[src/design/slle_pkg.sv]
// ----------------------------------------------------------------------------
// Sorted linked list engine package
// Shared types and codes for the controller, the datapath and the top level.
// ----------------------------------------------------------------------------
package slle_pkg;

  localparam int unsigned KEY_W = 64;
  localparam int unsigned VAL_W = 64;

  // Input action, carried on the slave tuser.
  typedef enum logic {
    ACT_INSERT = 1'b0,
    ACT_WALK   = 1'b1
  } action_e;

  // Result kind, carried on the master tuser.
  typedef enum logic [1:0] {
    RES_INSERTED = 2'd0,
    RES_FULL     = 2'd1,
    RES_ENTRY    = 2'd2,
    RES_EMPTY    = 2'd3
  } res_status_e;

  // Commands from the controller to the datapath.
  typedef struct packed {
    logic        start_ins;   // capture item, begin the search at the head
    logic        start_walk;  // begin a walk at the head
    logic        scan_step;   // move the search one node on
    logic        link_node;   // write the new node
    logic        fix_links;   // patch the neighbours and the head, count the node
    logic        walk_step;   // move the walk one node on
    logic        load_out;    // load the output register
    res_status_e out_kind;    // kind of result to load
  } ctrl_cmd_t;

  // Status from the datapath to the controller.
  typedef struct packed {
    logic is_walk;     // the offered item asks for a walk
    logic pool_full;   // no free node within the limit in force
    logic list_empty;  // nothing to walk
    logic scan_more;   // the node under the search key is still smaller
    logic walk_fin;    // the entry just read is the final one of the walk
    logic out_free;    // the output register can take a result this cycle
  } dp_status_t;

endpackage

[src/design/slle_ctrl.sv]
// ----------------------------------------------------------------------------
// Sorted linked list engine controller
// One-hot state machine that sequences inserts, walks and result hand-off.
// ----------------------------------------------------------------------------
module slle_ctrl (
  input  logic                  clk_i,
  input  logic                  rst_ni,
  input  logic                  s_axis_tvalid_i,
  output logic                  s_axis_tready_o,
  input  slle_pkg::dp_status_t  status_i,
  output slle_pkg::ctrl_cmd_t   cmd_o
);
  import slle_pkg::*;

  typedef enum logic [7:0] {
    S_IDLE  = 8'b0000_0001,
    S_SCAN  = 8'b0000_0010,
    S_LINK  = 8'b0000_0100,
    S_FIX   = 8'b0000_1000,
    S_DONE  = 8'b0001_0000,
    S_FULL  = 8'b0010_0000,
    S_EMPTY = 8'b0100_0000,
    S_WALK  = 8'b1000_0000
  } state_e;

  state_e state_q, state_d;
  logic   accept;

  assign s_axis_tready_o = (state_q == S_IDLE);
  assign accept          = s_axis_tvalid_i && s_axis_tready_o;

  always_comb begin
    state_d = state_q;
    cmd_o   = '0;
    cmd_o.out_kind = RES_INSERTED;
    case (state_q)
      S_IDLE: begin
        if (accept) begin
          if (status_i.is_walk) begin
            if (status_i.list_empty) begin
              state_d = S_EMPTY;
            end else begin
              cmd_o.start_walk = 1'b1;
              state_d          = S_WALK;
            end
          end else begin
            if (status_i.pool_full) begin
              state_d = S_FULL;
            end else begin
              cmd_o.start_ins = 1'b1;
              state_d         = S_SCAN;
            end
          end
        end
      end
      S_SCAN: begin
        if (status_i.scan_more) begin
          cmd_o.scan_step = 1'b1;
        end else begin
          state_d = S_LINK;
        end
      end
      S_LINK: begin
        cmd_o.link_node = 1'b1;
        state_d         = S_FIX;
      end
      S_FIX: begin
        cmd_o.fix_links = 1'b1;
        state_d         = S_DONE;
      end
      S_DONE: begin
        if (status_i.out_free) begin
          cmd_o.load_out = 1'b1;
          cmd_o.out_kind = RES_INSERTED;
          state_d        = S_IDLE;
        end
      end
      S_FULL: begin
        if (status_i.out_free) begin
          cmd_o.load_out = 1'b1;
          cmd_o.out_kind = RES_FULL;
          state_d        = S_IDLE;
        end
      end
      S_EMPTY: begin
        if (status_i.out_free) begin
          cmd_o.load_out = 1'b1;
          cmd_o.out_kind = RES_EMPTY;
          state_d        = S_IDLE;
        end
      end
      S_WALK: begin
        if (status_i.out_free) begin
          cmd_o.load_out = 1'b1;
          cmd_o.out_kind = RES_ENTRY;
          if (status_i.walk_fin) begin
            state_d = S_IDLE;
          end else begin
            cmd_o.walk_step = 1'b1;
          end
        end
      end
      default: begin
        state_d = S_IDLE;
      end
    endcase
  end

  always_ff @(posedge clk_i or negedge rst_ni) begin
    if (!rst_ni) begin
      state_q <= S_IDLE;
    end else begin
      state_q <= state_d;
    end
  end

endmodule

[config.mk]
export PLATFORM = sky130hd
export DESIGN_NAME = slle_ctrl
export DESIGN_NICKNAME = d
export VERILOG_FILES = /design/src/design/slle_pkg.sv /design/src/design/slle_ctrl.sv
export SDC_FILE = /design/constraint.sdc
export NUM_CORES = 1
export LEC_CHECK = 0
export ABC_AREA = 0
export ABC_CLOCK_PERIOD_IN_PS = 2250
export BUFFER_PORTS_ARGS = -buffer_cell sky130_fd_sc_hd__buf_2
export CAP_MARGIN = 10
export CORE_MARGIN = 5
export CORE_UTILIZATION = 49
export CTS_CLUSTER_DIAMETER = 60
export CTS_CLUSTER_SIZE = 30
export DETAILED_ROUTE_END_ITERATION = 7
export PLACE_DENSITY_LB_ADDON = 0.3
export RECOVER_POWER = 50
export SYNTH_ARGS = -nofsm -noshare
export SYNTH_HDL_FRONTEND = slang
export SYNTH_SLANG_ARGS = --single-unit
[constraint.sdc]
create_clock -name clk_i -period 2.25 [get_ports clk_i]
set_input_delay 0.45 -clock clk_i [delete_from_list [all_inputs] [get_ports clk_i]]
set_output_delay 0.45 -clock clk_i [all_outputs]
set_load 0.03 [all_outputs]
==> flow_summary.toml <==
[route]
via_count = 619
drcViolationCount = 0
wl_per_cell_um = 13.6
detail-route-antenna-nets = 0
drt_iter0_markers = 7
dr.pass1.iters = 4
routed_via_density = 5.58
wl_um = 1510

[yosys]
synth.top_cell.area_share_pct = 27.3
syn_area_um2 = 641
syn_area_per_cell_um2 = 8.66
synth.distinct_cells = 34
ys_top_cells_by_area = "dfrtp_1 27%, nand2_1 4.7%, nor3b_1 4.7%"
ys_ff_latch = 8
syn_inst = 74
ys_warn_count = 0
ys_seq_area_share_pct = 31.4
synth_top_area_cell = "dfrtp_1"
synth_fp_nets = 83

[sta]
slew_headroom_pct = 69.6
finalHoldViolCount = 0
setup_viol = 0
clock_skew_ns = 0.0118
rsz0062_at_grt = "true"
finalCritPeriodShare_pct = 96.8
max_freq_mhz = 459
period_needed_ns = 2.18
hold_ws_ns = 0.0944
tightest_slew_ns = 0.456
tns_ns = 0
final-max-slew-violation-count = 0

[finish]
mostFrequentLayoutCell = "buf_2"
largest_reg_flops = 8
fill_cells = 111
drive_above_1_share_pct = 44.8
layout_common_cells = "13 x buf_2, 12 x buf_4, 8 x nand2_1, 5 x dfrtp_1"
fin_area_um2 = 842
top_regs = "state_q: 8 flops"
diodes = 0
area_growth_pct = 31.4
layout.nets = 106
regMostFlops = "state_q"

[grt]
grt_overflow_total = 0
grt_max_degree = 10
grt_first_pass_wirelength_um = 2330
grt_pass1_vias = 562
antenna_found_initial = 0
track_usage_pct = 15.8

[power]
powerDensity_nw_per_um2 = 1240
leakagePower_nw = 0.408
total_power_mw = 1.05
vdd_drop_max_v = 0.000634

[critical_path]
reg2reg_to = "state_q[6]$_DFFE_PN0P_"
arrival_ns = 1.73
critical-path-top-delay-family = "simple AND/OR/NAND/NOR gates"
cp_slowest_cell = "dfrtp_1"
r2r-start = "state_q[4]$_DFFE_PN0P_"
r2r_cells = 6
worstPathCellList = "nor4_4 > and3_4 > and4b_1 > buf_4"
start_kind = "flip-flop"
slowest_delay_ns = 0.40
critPathKind = "reg2out"
crit_path_end_kind = "output port"
cp.required_ns = 1.80
worst-path-buf-inv = 1
rrSetupSlack_ns = 0.48
path_max_fanout = 4

[run_status]
status = "finished, final reports clean"

[clocking]
clk_path_buf_depth = 2
htree_levels = 1
cts_tree = "done"
cts_root_buf = "clkbuf_4"
clock_sinks = 8
hold_buffers = 0
numCtsBuffers = 3
clk_pin_slew_worst_paths_ns = 0.06
clock_latency_ns = 0.27

[worst_hold_path]
hold_path_class = "in2async"

[placed_design]
port-buffer-count = 18
placed_cell_area_um2 = 736
place_hpwl_um = 1130
gp_congestion = 0.759

[die]
floorplan.initialDensity_pct = 50.5
die_w_um = 46.2
die_area_um2 = 2130
die_y_um = 46.2
pin_count = 19
placeableCoreArea_um2 = 1270
rows = 13

[run]
cap_viol_max_count = 0
-- where the power goes --
| group | internal (mW) | switching, mW | leakage, nW | total [mW] |
|---|---|---|---|---|
| clock | 0.0683 | 0.0574 | 0.0150 | 0.126 |
| sequential | 0.187 | 0.0679 | 0.104 | 0.255 |
| combinational | 0.331 | 0.336 | 0.290 | 0.667 |
| total | 0.587 | 0.461 | 0.408 | 1.05 |
-- metal layers --
metal  vias to the layer above  part of all wire (%)  global-route usage [%]
met1                       283                    47                    19.8
li1                        311                     -                       -
met4                         0                   2.7                    11.9
met3                         5                   5.5                    3.91
met5                         -                     0                       0
met2                        20                    45                    23.1
-- worst register-to-register path, cell delays in order, from the launching register on --
cell	delay, ns
dfrtp_1	0.41
buf_4	0.19
nor4b_2	0.31
buf_4	0.16
a32oi_1	0.07
o21ai_2	0.18
mux2_2	0.35
-- cell usage after synthesis --
cell and count:
a31o_1 1, buf_6 2, o21ai_2 1, o21ai_0 1, mux2i_1 2, a21o_1 1, nor2_1 4, a211oi_1 1
xnor2_1 2, dfrtp_1 7, a32oi_1 1, o31ai_1 2, nand3b_1 1, buf_4 2, a21oi_1 2, o21ba_2 1
o2111ai_1 1, nor3_1 5, and4b_1 1, clkbuf_1 1, xor2_1 1, o211ai_1 1, and3_1 3, nand2_1 8
nor4_4 1, nand3_1 1, mux2_2 1, dfstp_2 1, o22ai_1 1, buf_2 4, nor4_1 2, nor3b_1 4
nor4b_1 3, inv_1 4
-- layout make-up --
cell class              instances  area (um^2)  area share (%)
clock buffers                   4         26.3            3.12
inverters                       4         15.0            1.78
multi-input cells              53          412            48.9
flip-flops and latches          8          204            24.2
well taps                      15         18.8            2.23
repair buffers                 27          166            19.8
-- through the flow --
stage	instances	utilization, %	worst slack [ns]
6_report	111	66.4	0.0725
5_1_grt	111	66.4	-0.00659
2_1_floorplan	74	-	0.0711
3_3_place_gp	102	58.0	0.157
4_1_cts	109	62.7	-0.00175
3_5_place_dp	102	58.0	0.162
-- worst max-delay path by stage --
stage | start | end | cells past startpoint | slack, ns
6_report | state_q[6]$_DFFE_PN0P_ | cmd_o[7] | 4 | 0.07
5_1_grt | state_q[6]$_DFFE_PN0P_ | cmd_o[5] | 4 | -0.007
4_1_cts | state_q[4]$_DFFE_PN0P_ | cmd_o[4] | 4 | -0.002
3_5_place_dp | state_q[5]$_DFFE_PN0P_ | cmd_o[7] | 4 | 0.16
3_3_place_gp | state_q[5]$_DFFE_PN0P_ | cmd_o[7] | 4 | 0.16
2_1_floorplan | state_q[2]$_DFFE_PN0P_ | cmd_o[3] | 4 | 0.07
-- cells by family (layout without fill, tap and decap cells) --
| group | after synthesis | after routing | synth area share, % |
|---|---|---|---|
| simple gates | 33 | 33 | 31.4 |
| compound gates | 14 | 14 | 16.2 |
| buf+inv | 13 | 35 | 11.9 |
| flops | 8 | 8 | 31.4 |
| xor+xnor | 3 | 3 | 4.10 |
| mux | 3 | 3 | 4.88 |
-- timing repair --
item | in CTS | in global routing
pin swaps | 2 | 2
endpoints found under the setup margin | 3 | 8
gates resized for setup | 5 | 7
setup buffers | 3 | 2
Note: power is estimated with default switching activity, not from simulation.
